--- src/hdl/fcm_pkg.sv ---
// ----------------------------------------------------------------------------
// fcm_pkg
// Shared types and constants of the circular-delay-line FIR MAC core.
// ----------------------------------------------------------------------------
package fcm_pkg;

  localparam int DATA_W     = 16;
  localparam int COEF_IDX_W = 6;
  localparam int TAP_CNT_W  = 7;
  localparam int SHIFT_W    = 5;
  localparam int CFG_IDX_W  = 1;
  localparam int CFG_DATA_W = 7;
  localparam int IN_TDATA_W = 24;

  localparam logic OP_SAMPLE = 1'b0;
  localparam logic OP_LOAD   = 1'b1;

  localparam logic [CFG_IDX_W-1:0] REG_TAP_COUNT    = 1'b0;
  localparam logic [CFG_IDX_W-1:0] REG_OUTPUT_SHIFT = 1'b1;

  typedef struct packed {
    logic                      opcode;
    logic                      coef_ok;
    logic [COEF_IDX_W-1:0]     coef_idx;
    logic signed [DATA_W-1:0]  value;
  } item_t;

endpackage

--- src/hdl/fir_filter_circular_mac_core.sv ---
// ----------------------------------------------------------------------------
// fir_filter_circular_mac_core
// Direct-form FIR filter with a circular delay line and one shared MAC.
// ----------------------------------------------------------------------------
//  channel  | direction | tdata / data           | tuser
//  in_      | slave     | [5:0] coef_index,      | opcode (0 sample, 1 load)
//           |           | [21:6] value           |
//  out_     | master    | [15:0] sample_out      | saturated
//  cfg_     | slave     | index 0 taps in use,   | -
//           |           | index 1 output_shift   |
//
//  A load word with an in-range index is written as it leaves the queue; a
//  sample word is summed by the single MAC stepping one tap per cycle
//  through the one-read-port coefficient and delay memories. After reset
//  both memories are cleared and in_tready stays low meanwhile. A two-word
//  queue decouples intake from the MAC, and the output register lets the
//  next word start while a result waits.
// ----------------------------------------------------------------------------
module fir_filter_circular_mac_core #(
  parameter int MAX_TAPS = 64
) (
  input  logic                             clk,
  input  logic                             rst_n,
  input  logic                             cfg_valid,
  output logic                             cfg_ready,
  input  logic [fcm_pkg::CFG_IDX_W-1:0]    cfg_index,
  input  logic [fcm_pkg::CFG_DATA_W-1:0]   cfg_data,
  input  logic                             in_tvalid,
  output logic                             in_tready,
  input  logic [fcm_pkg::IN_TDATA_W-1:0]   in_tdata,   // coef_index, value, pad
  input  logic                             in_tuser,   // opcode
  output logic                             out_tvalid,
  input  logic                             out_tready,
  output logic [fcm_pkg::DATA_W-1:0]       out_tdata,  // sample_out
  output logic                             out_tuser   // saturated
);

  localparam int AW = (MAX_TAPS > 1) ? $clog2(MAX_TAPS) : 1;
  localparam int TW = $clog2(MAX_TAPS + 1);
  localparam int QW = $bits(fcm_pkg::item_t) + TW;

  logic                          busy;
  logic                          q_push, q_ready, q_pop, q_valid;
  fcm_pkg::item_t                f_item, b_item;
  logic [TW-1:0]                 f_taps, b_taps;
  logic [QW-1:0]                 q_out;
  logic [fcm_pkg::SHIFT_W-1:0]   shift;

  fcm_front #(.MAX_TAPS(MAX_TAPS), .TW(TW)) u_front (
    .clk       (clk),
    .rst_n     (rst_n),
    .cfg_valid (cfg_valid),
    .cfg_ready (cfg_ready),
    .cfg_index (cfg_index),
    .cfg_data  (cfg_data),
    .in_tvalid (in_tvalid),
    .in_tready (in_tready),
    .in_tdata  (in_tdata),
    .in_tuser  (in_tuser),
    .busy      (busy),
    .q_ready   (q_ready),
    .q_push    (q_push),
    .q_item    (f_item),
    .q_taps    (f_taps),
    .shift     (shift)
  );

  fcm_queue #(.W(QW)) u_queue (
    .clk        (clk),
    .rst_n      (rst_n),
    .push       (q_push),
    .push_data  ({f_taps, f_item}),
    .push_ready (q_ready),
    .pop        (q_pop),
    .pop_data   (q_out),
    .pop_valid  (q_valid)
  );

  assign b_item = q_out[$bits(fcm_pkg::item_t)-1:0];
  assign b_taps = q_out[QW-1 -: TW];

  fcm_back #(.MAX_TAPS(MAX_TAPS), .TW(TW), .AW(AW)) u_back (
    .clk        (clk),
    .rst_n      (rst_n),
    .q_valid    (q_valid),
    .q_item     (b_item),
    .q_taps     (b_taps),
    .q_pop      (q_pop),
    .shift      (shift),
    .busy       (busy),
    .out_tvalid (out_tvalid),
    .out_tready (out_tready),
    .out_tdata  (out_tdata),
    .out_tuser  (out_tuser)
  );

endmodule

--- src/hdl/fcm_queue.sv ---
// ----------------------------------------------------------------------------
// fcm_queue
// Two-entry word queue between the front and the back of the core.
// ----------------------------------------------------------------------------
module fcm_queue #(
  parameter int W = 8
) (
  input  logic         clk,
  input  logic         rst_n,
  input  logic         push,
  input  logic [W-1:0] push_data,
  output logic         push_ready,
  input  logic         pop,
  output logic [W-1:0] pop_data,
  output logic         pop_valid
);

  logic [W-1:0] mem_r [2];
  logic         wr_ptr_r, wr_ptr_nxt;
  logic         rd_ptr_r, rd_ptr_nxt;
  logic [1:0]   count_r, count_nxt;
  logic         do_push, do_pop;

  assign push_ready = (count_r != 2'd2);
  assign pop_valid  = (count_r != 2'd0);
  assign pop_data   = mem_r[rd_ptr_r];
  assign do_push    = push && push_ready;
  assign do_pop     = pop && pop_valid;

  always_comb begin
    wr_ptr_nxt = do_push ? ~wr_ptr_r : wr_ptr_r;
    rd_ptr_nxt = do_pop ? ~rd_ptr_r : rd_ptr_r;
    count_nxt  = count_r;
    if (do_push && !do_pop) begin
      count_nxt = count_r + 2'd1;
    end else if (do_pop && !do_push) begin
      count_nxt = count_r - 2'd1;
    end
  end

  always_ff @(posedge clk) begin
    if (!rst_n) begin
      wr_ptr_r <= 1'b0;
      rd_ptr_r <= 1'b0;
      count_r  <= 2'd0;
    end else begin
      wr_ptr_r <= wr_ptr_nxt;
      rd_ptr_r <= rd_ptr_nxt;
      count_r  <= count_nxt;
    end
  end

  always_ff @(posedge clk) begin
    if (do_push) begin
      mem_r[wr_ptr_r] <= push_data;
    end
  end

endmodule

--- src/hdl/fcm_front.sv ---
// ----------------------------------------------------------------------------
// fcm_front
// Holds the configuration registers, accepts input words and classifies
// them (load or sample, coefficient index check, effective tap count).
// ----------------------------------------------------------------------------
module fcm_front #(
  parameter int MAX_TAPS = 64,
  parameter int TW       = 7
) (
  input  logic                              clk,
  input  logic                              rst_n,
  input  logic                              cfg_valid,
  output logic                              cfg_ready,
  input  logic [fcm_pkg::CFG_IDX_W-1:0]     cfg_index,
  input  logic [fcm_pkg::CFG_DATA_W-1:0]    cfg_data,
  input  logic                              in_tvalid,
  output logic                              in_tready,
  input  logic [fcm_pkg::IN_TDATA_W-1:0]    in_tdata,
  input  logic                              in_tuser,
  input  logic                              busy,
  input  logic                              q_ready,
  output logic                              q_push,
  output fcm_pkg::item_t                    q_item,
  output logic [TW-1:0]                     q_taps,
  output logic [fcm_pkg::SHIFT_W-1:0]       shift
);

  logic [fcm_pkg::TAP_CNT_W-1:0] taps_cfg_r;
  logic [fcm_pkg::SHIFT_W-1:0]   shift_r;
  logic [31:0]                   tc_ext;
  logic [31:0]                   idx_ext;

  assign cfg_ready = 1'b1;
  assign shift     = shift_r;
  assign in_tready = q_ready && !busy;
  assign q_push    = in_tvalid && in_tready;

  always_ff @(posedge clk) begin
    if (!rst_n) begin
      taps_cfg_r <= 7'd64;
      shift_r    <= '0;
    end else if (cfg_valid) begin
      unique case (cfg_index)
        fcm_pkg::REG_TAP_COUNT:    taps_cfg_r <= cfg_data;
        fcm_pkg::REG_OUTPUT_SHIFT: shift_r    <= cfg_data[fcm_pkg::SHIFT_W-1:0];
      endcase
    end
  end

  always_comb begin
    tc_ext  = 32'(taps_cfg_r);
    idx_ext = 32'(in_tdata[fcm_pkg::COEF_IDX_W-1:0]);
    if (tc_ext == 32'd0) begin
      q_taps = TW'(1);
    end else if (tc_ext > 32'(MAX_TAPS)) begin
      q_taps = TW'(MAX_TAPS);
    end else begin
      q_taps = TW'(tc_ext);
    end
    q_item.opcode   = in_tuser;
    q_item.coef_idx = in_tdata[fcm_pkg::COEF_IDX_W-1:0];
    q_item.value    = in_tdata[fcm_pkg::COEF_IDX_W +: fcm_pkg::DATA_W];
    q_item.coef_ok  = (idx_ext < 32'(MAX_TAPS));
  end

endmodule

--- src/hdl/fcm_back.sv ---
// ----------------------------------------------------------------------------
// fcm_back
// Coefficient and delay memories, shared MAC sequencer, rounding shift,
// clamp and output register. Clears both memories after reset.
// ----------------------------------------------------------------------------
module fcm_back #(
  parameter int MAX_TAPS = 64,
  parameter int TW       = 7,
  parameter int AW       = 6
) (
  input  logic                            clk,
  input  logic                            rst_n,
  input  logic                            q_valid,
  input  fcm_pkg::item_t                  q_item,
  input  logic [TW-1:0]                   q_taps,
  output logic                            q_pop,
  input  logic [fcm_pkg::SHIFT_W-1:0]     shift,
  output logic                            busy,
  output logic                            out_tvalid,
  input  logic                            out_tready,
  output logic [fcm_pkg::DATA_W-1:0]      out_tdata,
  output logic                            out_tuser
);

  localparam int ACC_W = 32 + AW;
  localparam int RW    = ACC_W + 1;
  localparam logic signed [RW-1:0] Y_MAX = RW'(32'sd32767);
  localparam logic signed [RW-1:0] Y_MIN = RW'(-32'sd32768);

  localparam logic [2:0] S_CLR  = 3'd0;
  localparam logic [2:0] S_IDLE = 3'd1;
  localparam logic [2:0] S_MAC  = 3'd2;
  localparam logic [2:0] S_DRN  = 3'd3;
  localparam logic [2:0] S_RND  = 3'd4;
  localparam logic [2:0] S_OUT  = 3'd5;

  logic signed [fcm_pkg::DATA_W-1:0] coef_mem [MAX_TAPS];
  logic signed [fcm_pkg::DATA_W-1:0] dly_mem  [MAX_TAPS];

  logic [2:0]                        state_r, state_nxt;
  logic [AW-1:0]                     clr_cnt_r, clr_cnt_nxt;
  logic [AW-1:0]                     wp_r, wp_nxt;
  logic [TW-1:0]                     taps_r, taps_nxt;
  logic [AW-1:0]                     ci_r, ci_nxt;
  logic [AW-1:0]                     di_r, di_nxt;
  logic [TW-1:0]                     cnt_r, cnt_nxt;
  logic                              v1_r, v2_r;
  logic signed [fcm_pkg::DATA_W-1:0] coef_rd_r, dly_rd_r;
  logic signed [31:0]                prod_r;
  logic signed [ACC_W-1:0]           acc_r, acc_nxt;
  logic signed [RW-1:0]              rnd_r;
  logic                              out_valid_r;
  logic [fcm_pkg::DATA_W-1:0]        out_data_r;
  logic                              out_sat_r;

  logic                              coef_we, dly_we;
  logic [AW-1:0]                     coef_wa, dly_wa;
  logic signed [fcm_pkg::DATA_W-1:0] coef_wd, dly_wd;
  logic [AW-1:0]                     pos;
  logic                              issue;
  logic                              out_free;
  logic                              out_load;
  logic signed [RW-1:0]              rnd_add;
  logic signed [RW-1:0]              sh_y;
  logic [fcm_pkg::DATA_W-1:0]        clamp_y;
  logic                              clamp_sat;

  assign busy       = (state_r == S_CLR);
  assign out_tvalid = out_valid_r;
  assign out_tdata  = out_data_r;
  assign out_tuser  = out_sat_r;
  assign out_free   = !out_valid_r || out_tready;
  assign out_load   = (state_r == S_OUT) && out_free;
  assign issue      = (state_r == S_MAC);
  assign q_pop      = (state_r == S_IDLE) && q_valid;
  assign pos        = (TW'(wp_r) >= q_taps) ? '0 : wp_r;

  // memory write ports: clearing pass, coefficient load, sample store
  always_comb begin
    coef_we = 1'b0;
    coef_wa = AW'(q_item.coef_idx);
    coef_wd = q_item.value;
    dly_we  = 1'b0;
    dly_wa  = pos;
    dly_wd  = q_item.value;
    if (state_r == S_CLR) begin
      coef_we = 1'b1;
      coef_wa = clr_cnt_r;
      coef_wd = '0;
      dly_we  = 1'b1;
      dly_wa  = clr_cnt_r;
      dly_wd  = '0;
    end else if (q_pop) begin
      coef_we = (q_item.opcode == fcm_pkg::OP_LOAD) && q_item.coef_ok;
      dly_we  = (q_item.opcode == fcm_pkg::OP_SAMPLE);
    end
  end

  always_ff @(posedge clk) begin
    if (coef_we) begin
      coef_mem[coef_wa] <= coef_wd;
    end
    coef_rd_r <= coef_mem[ci_r];
  end

  always_ff @(posedge clk) begin
    if (dly_we) begin
      dly_mem[dly_wa] <= dly_wd;
    end
    dly_rd_r <= dly_mem[di_r];
  end

  always_comb begin
    state_nxt   = state_r;
    clr_cnt_nxt = clr_cnt_r;
    wp_nxt      = wp_r;
    taps_nxt    = taps_r;
    ci_nxt      = ci_r;
    di_nxt      = di_r;
    cnt_nxt     = cnt_r;
    acc_nxt     = v2_r ? acc_r + ACC_W'(prod_r) : acc_r;
    unique case (state_r)
      S_CLR: begin
        if (clr_cnt_r == AW'(MAX_TAPS - 1)) begin
          state_nxt = S_IDLE;
        end else begin
          clr_cnt_nxt = clr_cnt_r + AW'(1);
        end
      end
      S_IDLE: begin
        if (q_valid && (q_item.opcode == fcm_pkg::OP_SAMPLE)) begin
          taps_nxt  = q_taps;
          ci_nxt    = '0;
          di_nxt    = pos;
          cnt_nxt   = '0;
          acc_nxt   = '0;
          wp_nxt    = ((TW'(pos) + TW'(1)) == q_taps) ? '0 : pos + AW'(1);
          state_nxt = S_MAC;
        end
      end
      S_MAC: begin
        ci_nxt  = ci_r + AW'(1);
        di_nxt  = (di_r == '0) ? AW'(taps_r - TW'(1)) : di_r - AW'(1);
        cnt_nxt = cnt_r + TW'(1);
        if (cnt_r == taps_r - TW'(1)) begin
          state_nxt = S_DRN;
        end
      end
      S_DRN: begin
        if (!v1_r && !v2_r) begin
          state_nxt = S_RND;
        end
      end
      S_RND: begin
        state_nxt = S_OUT;
      end
      S_OUT: begin
        if (out_free) begin
          state_nxt = S_IDLE;
        end
      end
      default: begin
        state_nxt = S_CLR;
      end
    endcase
  end

  // round half up, arithmetic shift, clamp to 16 bits
  always_comb begin
    rnd_add = '0;
    if (shift != '0) begin
      rnd_add = RW'(1) << (shift - fcm_pkg::SHIFT_W'(1));
    end
    sh_y      = rnd_r >>> shift;
    clamp_sat = 1'b0;
    clamp_y   = sh_y[fcm_pkg::DATA_W-1:0];
    if (sh_y > Y_MAX) begin
      clamp_y   = Y_MAX[fcm_pkg::DATA_W-1:0];
      clamp_sat = 1'b1;
    end else if (sh_y < Y_MIN) begin
      clamp_y   = Y_MIN[fcm_pkg::DATA_W-1:0];
      clamp_sat = 1'b1;
    end
  end

  always_ff @(posedge clk) begin
    if (!rst_n) begin
      state_r     <= S_CLR;
      clr_cnt_r   <= '0;
      wp_r        <= '0;
      ci_r        <= '0;
      di_r        <= '0;
      v1_r        <= 1'b0;
      v2_r        <= 1'b0;
      out_valid_r <= 1'b0;
    end else begin
      state_r   <= state_nxt;
      clr_cnt_r <= clr_cnt_nxt;
      wp_r      <= wp_nxt;
      ci_r      <= ci_nxt;
      di_r      <= di_nxt;
      v1_r      <= issue;
      v2_r      <= v1_r;
      if (out_load) begin
        out_valid_r <= 1'b1;
      end else if (out_tready) begin
        out_valid_r <= 1'b0;
      end
    end
  end

  always_ff @(posedge clk) begin
    taps_r <= taps_nxt;
    cnt_r  <= cnt_nxt;
    acc_r  <= acc_nxt;
    prod_r <= coef_rd_r * dly_rd_r;
    if (state_r == S_RND) begin
      rnd_r <= RW'(acc_r) + rnd_add;
    end
    if (out_load) begin
      out_data_r <= clamp_y;
      out_sat_r  <= clamp_sat;
    end
  end

endmodule

--- config.mk ---
export PLATFORM = sky130hd
export DESIGN_NAME = fir_filter_circular_mac_core
export DESIGN_NICKNAME = d
export VERILOG_FILES = /design/src/hdl/fcm_pkg.sv /design/src/hdl/fir_filter_circular_mac_core.sv /design/src/hdl/fcm_queue.sv /design/src/hdl/fcm_front.sv /design/src/hdl/fcm_back.sv
export SDC_FILE = /design/constraint.sdc
export NUM_CORES = 2
export LEC_CHECK = 0
export ABC_AREA = 1
export BUFFER_PORTS_ARGS = -buffer_cell sky130_fd_sc_hd__buf_2
export CAP_MARGIN = 20
export CORE_MARGIN = 10
export CORE_UTILIZATION = 39
export DETAILED_ROUTE_END_ITERATION = 8
export PLACE_DENSITY = 0.64
export SLEW_MARGIN = 20
export SYNTH_ARGS = -nofsm -noshare
export SYNTH_HDL_FRONTEND = slang
export SYNTH_HIERARCHICAL = 1
export SYNTH_SLANG_ARGS = --single-unit
--- constraint.sdc ---
create_clock -name clk -period 6.8 [get_ports clk]
set_clock_uncertainty 0.15 [all_clocks]
set_input_delay 1.36 -clock clk [delete_from_list [all_inputs] [get_ports clk]]
set_output_delay 1.36 -clock clk [all_outputs]
set_load 0.01 [all_outputs]
==> Word level (Yosys, flattened, before mapping) <==
Memory sizes are Yosys's and may differ from the RTL's. A register that Yosys moved wholly into a read port is not among the register bits.
Cells that the tools add are included.
{ "op_classes": {"n_eq_ne": 14, "muxes": 42, "n_reduce_logical": 32, "n_addsub": 12, "mul": 1, "n_shift": 2, "bitwise": 5, "magnitude_cmp": 4} }
{ "op_table": {"columns": ["cell", "n"], "rows": [
  ["38-bit 2-to-1 mux", 3],
  ["6-bit 2-to-1 mux", 7],
  ["38-bit by 39-bit adder with 39-bit output", 1],
  ["39-bit by 16-bit greater-than comparator with 1-bit output (second input constant)", 1],
  ["39-bit by 16-bit less-than comparator with 1-bit output (second input constant)", 1],
  ["39-bit 2-to-1 mux", 1],
  ["1-bit by 5-bit left shift with 39-bit output (first input constant)", 1],
  ["39-bit by 5-bit >>> shifter with 39-bit output", 1],
  ["38-bit by 32-bit adder with 38-bit output", 1],
  ["16-bit by 16-bit multiplier with 32-bit output", 1],
  ["16-bit 2-to-1 mux", 2],
  ["6-bit one-hot mux with 2 select lines", 2],
  ["7-bit 2-to-1 mux", 3],
  ["6-bit by 1-bit adder with 6-bit output (second input constant)", 3],
  ["3-bit one-hot mux with 6 select lines", 1],
  ["1-bit 2-to-1 mux", 15],
  ["3-bit 2-to-1 mux", 5],
  ["7-bit == test", 2],
  ["7-bit one-hot mux with 2 select lines", 1],
  ["1-bit logical AND", 10],
  ["2-bit AND reduction", 5],
  ["2-bit nonzero test", 4],
  ["6-bit by 1-bit adder with 7-bit output (second input constant)", 1],
  ["7-bit by 1-bit adder with 7-bit output (second input constant)", 1],
  ["other kinds (23)", 39]
]} }
{ "word_totals": {"input_bits": 38, "wordCells": 135, "memories": 3, "mem_bits_rw": 2108, "register_bits": 186} }
{ "mem_list": {"columns": ["name", "words", "width", "rd", "rd_clocked_by_memory_dff", "wr", "line", "source"], "rows": [
  ["u_back.coef_mem", 64, 16, 1, 1, 1, "fcm_back.sv:37", "logic signed [fcm_pkg::DATA_W-1:0] coef_mem [MAX_TAPS];"],
  ["u_back.dly_mem", 64, 16, 1, 1, 1, "fcm_back.sv:38", "logic signed [fcm_pkg::DATA_W-1:0] dly_mem [MAX_TAPS];"],
  ["u_queue.mem_r", 2, 30, 1, 1, 1, "fcm_queue.sv:18", "logic [W-1:0] mem_r [2];"]
]} }

==> Longest topological paths before layout <==
{ "logic_depth": {"depth_word": 9, "mapped_depth": 26} }

==> Modules after synthesis <==
The synthesis kept the hierarchy.
{ "by_module_without_submodules": {"columns": ["module", "seq_area_each_um2", "n_inst", "area_per_inst_um2", "cells_per_inst"], "rows": [
  ["fcm_back", 66243.5, 1, 104551.5, 9396],
  ["fcm_queue", 1961.9, 1, 2487.4, 133],
  ["fcm_front", 240.2, 1, 710.7, 101]
]} }

==> Least setup slack after synthesis <==
Ideal clock, no wire load.
{ "synth_timing": {"path_kind": "reg-to-reg", "startpoint": "register u_back/coef_rd_r[15] in the netlist's numbering, read port of u_back.coef_mem", "endpoint": "register u_back.prod_r[29]", "setup_time_ns": 0.123, "path_stages_with_launch": 21, "path_buffers": 1, "synth_period_minus_slack_ns": 5.949, "setup_slack_ns": 0.851, "arrival_time_ns": 5.675, "cell_sequence": "dfxtp_1 clkbuf_1 nand2_1 inv_1 fa_1 fa_1 fa_1 fa_1 fa_1 inv_1 fa_1 inv_1 ha_1 nand2_1 nor4_1 nand2_1 o211ai_1 nand3_1 nand2_1 a21oi_1 xor2_1"} }
{ "synth_between": {"elab_chain_len": 1} }
{ "synth_rtl": {"columns": ["item", "line", "source"], "rows": [
  ["from (decl)", "fcm_back.sv:48", "logic signed [fcm_pkg::DATA_W-1:0] coef_rd_r, dly_rd_r;"],
  ["16-bit by 16-bit multiplier with 32-bit output", "fcm_back.sv:216", "prod_r <= coef_rd_r * dly_rd_r;"],
  ["to (signal assigned)", "fcm_back.sv:216", null],
  ["to (decl)", "fcm_back.sv:49", "logic signed [31:0] prod_r;"]
]} }
Every way passes these cells.
A chain may end at the register's enable or synchronous reset.

==> Final worst setup path <==
{ "layout_timing": {"startpoint": "register u_back/coef_rd_r[12] in the netlist's numbering, read port of u_back.coef_mem", "endpoint": "register u_back.prod_r[28]"} }
The elaborated chain is that of the path after synthesis.

==> out/results.ini <==
[drt]
drc=0
drtIter0Drc=8087
antenna_left=0
firstDrtPassIters=6
wl_per_cell_um=21.9
dr_total_vias=74400
routed_wl_mm=296
vias_per_cell=5.52

[synth]
syn_area_um2=108000
synth_edf_count=2180
syn_area_per_cell_um2=11.2
synth_seq_cells=2329
synth_cells=9630
yosysWarnings=6
async_flop_share_pct=0
ys_types=61
synth-seq-area-share_pct=63.5
ys.flop_type=edfxtp_1

[sta]
timing.final.crit_share_pct=93.7
drv_slew=0
setup_viol=0
tightest_slew_ns=1.18
clock.fmax_mhz=157
final.min_clock_period_ns=6.37
rsz0062_at_grt=no
hold_viol_final=0
setup_tns_ns=0
relSlewSlack_pct=21.1

[die]
die-area_um2=298000
floorplan.io_pins=58
rows=192
core-area_um2=274000
dieHeight_um=546
initial_core_util_pct=39.3
die_w_um=546

[placed_design]
gp_congestion=0.887
post_dp_cell_area_um2=113000
io_buffers=54
dp_hpwl_mm=183
numPlacedInstances=13000

[clocking]
cts_buffer_depth=4
insertion_delay_ns=0.92
cts-buffers-inserted=237
clock-sinks=2329
clk_pin_slew_worst_paths_ns=0.06
ctsHoldBuffers=0
h-tree-depth=4
root_buffer=clkbuf_16
tritoncts=built

[setup_path]
timing.rr.start=u_back/coef_rd_r[12]$_DFF_P_
worstPathArrival_ns=6.98
cp.required_ns=7.40
critPathCapture=u_back/prod_r[28]$_DFF_P_
r2r_end=u_back/prod_r[28]$_DFF_P_
crit_type=reg -> reg
path_max_fanout=16
reg2regPathDepth=20
startpoint_type=flip-flop
reg2reg_slack_ns=0.43
worst_setup_path_end_kind=flip-flop
worstSetupStartpoint=u_back/coef_rd_r[12]$_DFF_P_

[layout]
fin_util_pct=43.8
layout_commonest_cell=edfxtp_1
design_area_um2=120000
final_cells=13500
final_cell_mix=2,180 x edfxtp_1, 1,666 x nor2_1, 1,366 x o21ai_0
layout.nets=10100
fillCellCount=25200
area_growth_pct=11.6
layout-drive-gt1-share_pct=8.22

[hold_path]
hp-start=u_back/v1_r$_SDFF_PN0_
min_path_cells=2
hp-class=reg -> reg

[global_routing]
grt_max_degree=159
grtUsageTotal_pct=18.9
grt_pass1_vias=71700
antenna_found_initial=16
grt_pass1_wl_mm=445
grt-ovfl-total=0

[job]
maxCapViolCount=0

[outcome]
status=finished, final reports clean

==> Yosys cell counts, drive strengths merged (6+ instances only) <==
library cell  instances  share of area (%)
a21boi                8              0.059
o2111ai               7              0.057
nand2               943                3.3
or2                  15              0.087
a21o                 17               0.12
mux2i                 7              0.065
nor3                 30               0.14
edfxtp             2180                 61
nand3               254                1.2
o311ai                8              0.065
xor2                 63               0.51
xnor2                28               0.23
nor4                 16              0.093
o21bai               18               0.13
o221ai              109               0.89
buf                 143               0.76
dfxtp               149                2.8
inv                 755                2.6
nor2               1701                5.9
o21a                  6              0.042
o211ai               75               0.52
mux2                 31               0.32
clkbuf              454                1.6
a21oi               189               0.88
a31oi                39               0.23
nand4                41               0.24
o22ai               473                2.7
o21ai              1403                6.5
ha                  165                1.9
fa                  264                4.9
o32ai                10              0.081
==> stage by stage <==
stage               setup slack [ns]  hold slack (ns)
floorplan                      0.851            0.254
global placement               0.354            0.282
detailed placement             0.231            0.276
CTS                            0.202            0.255
global route                  0.0929            0.282
finish                         0.426            0.272
==> worst max-delay path, cell delays in order, from the launching register on <==
cell	delay, ns
dfxtp_1	0.82
nand2_1	0.17
fa_1	0.54
fa_1	0.48
fa_1	0.56
inv_1	0.06
fa_1	0.44
fa_1	0.51
inv_1	0.05
fa_1	0.50
inv_1	0.05
ha_1	0.37
a21oi_1	0.22
o21ai_0	0.15
a21oi_1	0.16
nand3_1	0.19
a21o_1	0.24
a21boi_0	0.34
o21ai_0	0.13
nand2_1	0.07
nand2_1	0.05
==> sequential cells by signal (all words and copies together) (netlist names), 2 cells and up, named ones only <==
register	cells
u_back/acc_r	38
u_back/ci_r	6
u_back/clr_cnt_r	6
u_back/cnt_r	7
u_back/coef_mem	1024
u_back/coef_rd_r	16
u_back/di_r	6
u_back/dly_mem	1024
u_back/dly_rd_r	16
u_back/out_tdata	16
u_back/prod_r	32
u_back/rnd_r	39
u_back/state_r	3
u_back/taps_r	7
u_back/wp_r	6
u_front/shift	5
u_front/taps_cfg_r	7
u_queue/count_r	2
u_queue/mem_r	62
==> metal layers <==
layer | vias up | track usage (%) | share of wire [%]
li1 | 33900 | - | -
met1 | 36900 | 25.7 | 41
met2 | 3078 | 30.7 | 47
met3 | 560 | 2.70 | 7.6
met4 | 10 | 7.43 | 4.2
met5 | - | 0 | 0.020
==> logic make-up (layout without fill, tap and decap cells) <==
group	after synthesis	after routing	synth area share, %
and+or+nand+nor	3007	3007	11.0
AOI/OAI and AO/OA	2379	2379	12.5
DFF	2329	2329	63.5
buffers and inverters	1355	1508	4.99
adders and majority gates	429	429	6.82
xor gates and xnor gates	91	91	0.740
muxes	38	38	0.389
other	2	7	0.00697
==> how the worst min path moves through the flow <==
stage | to | slack (ns)
finish | u_back/v2_r$_SDFF_PN0_ | 0.27
detailed placement | u_back/v2_r$_SDFF_PN0_ | 0.28
floorplan | u_back/v2_r$_SDFF_PN0_ | 0.25
global route | u_back/v2_r$_SDFF_PN0_ | 0.28
CTS | u_back/v2_r$_SDFF_PN0_ | 0.26
global placement | u_back/v2_r$_SDFF_PN0_ | 0.28
==> area by class of cell <==
type	instances	area (µm²)	share of cell area [%]
clock buffer	278	6210	5.16
tap	3686	4610	3.83
inverter	758	2880	2.39
clock inverter	153	1480	1.23
antenna	4	10.0	0.00832
multi-input combinational	5947	34200	28.4
sequential	2329	68500	56.9
timing repair buffer	319	2470	2.06
==> what timing repair did <==
| item | 4_1_cts | 5_1_grt |
|---|---|---|
| resized for setup | 0 | 3 |
| setup buffers | 0 | 0 |
| setup endpoints to repair | 0 | 2 |
Power is left out: the tool's default activity adds up to more than one toggle a clock period on the data nets, which glitch-free logic cannot reach.
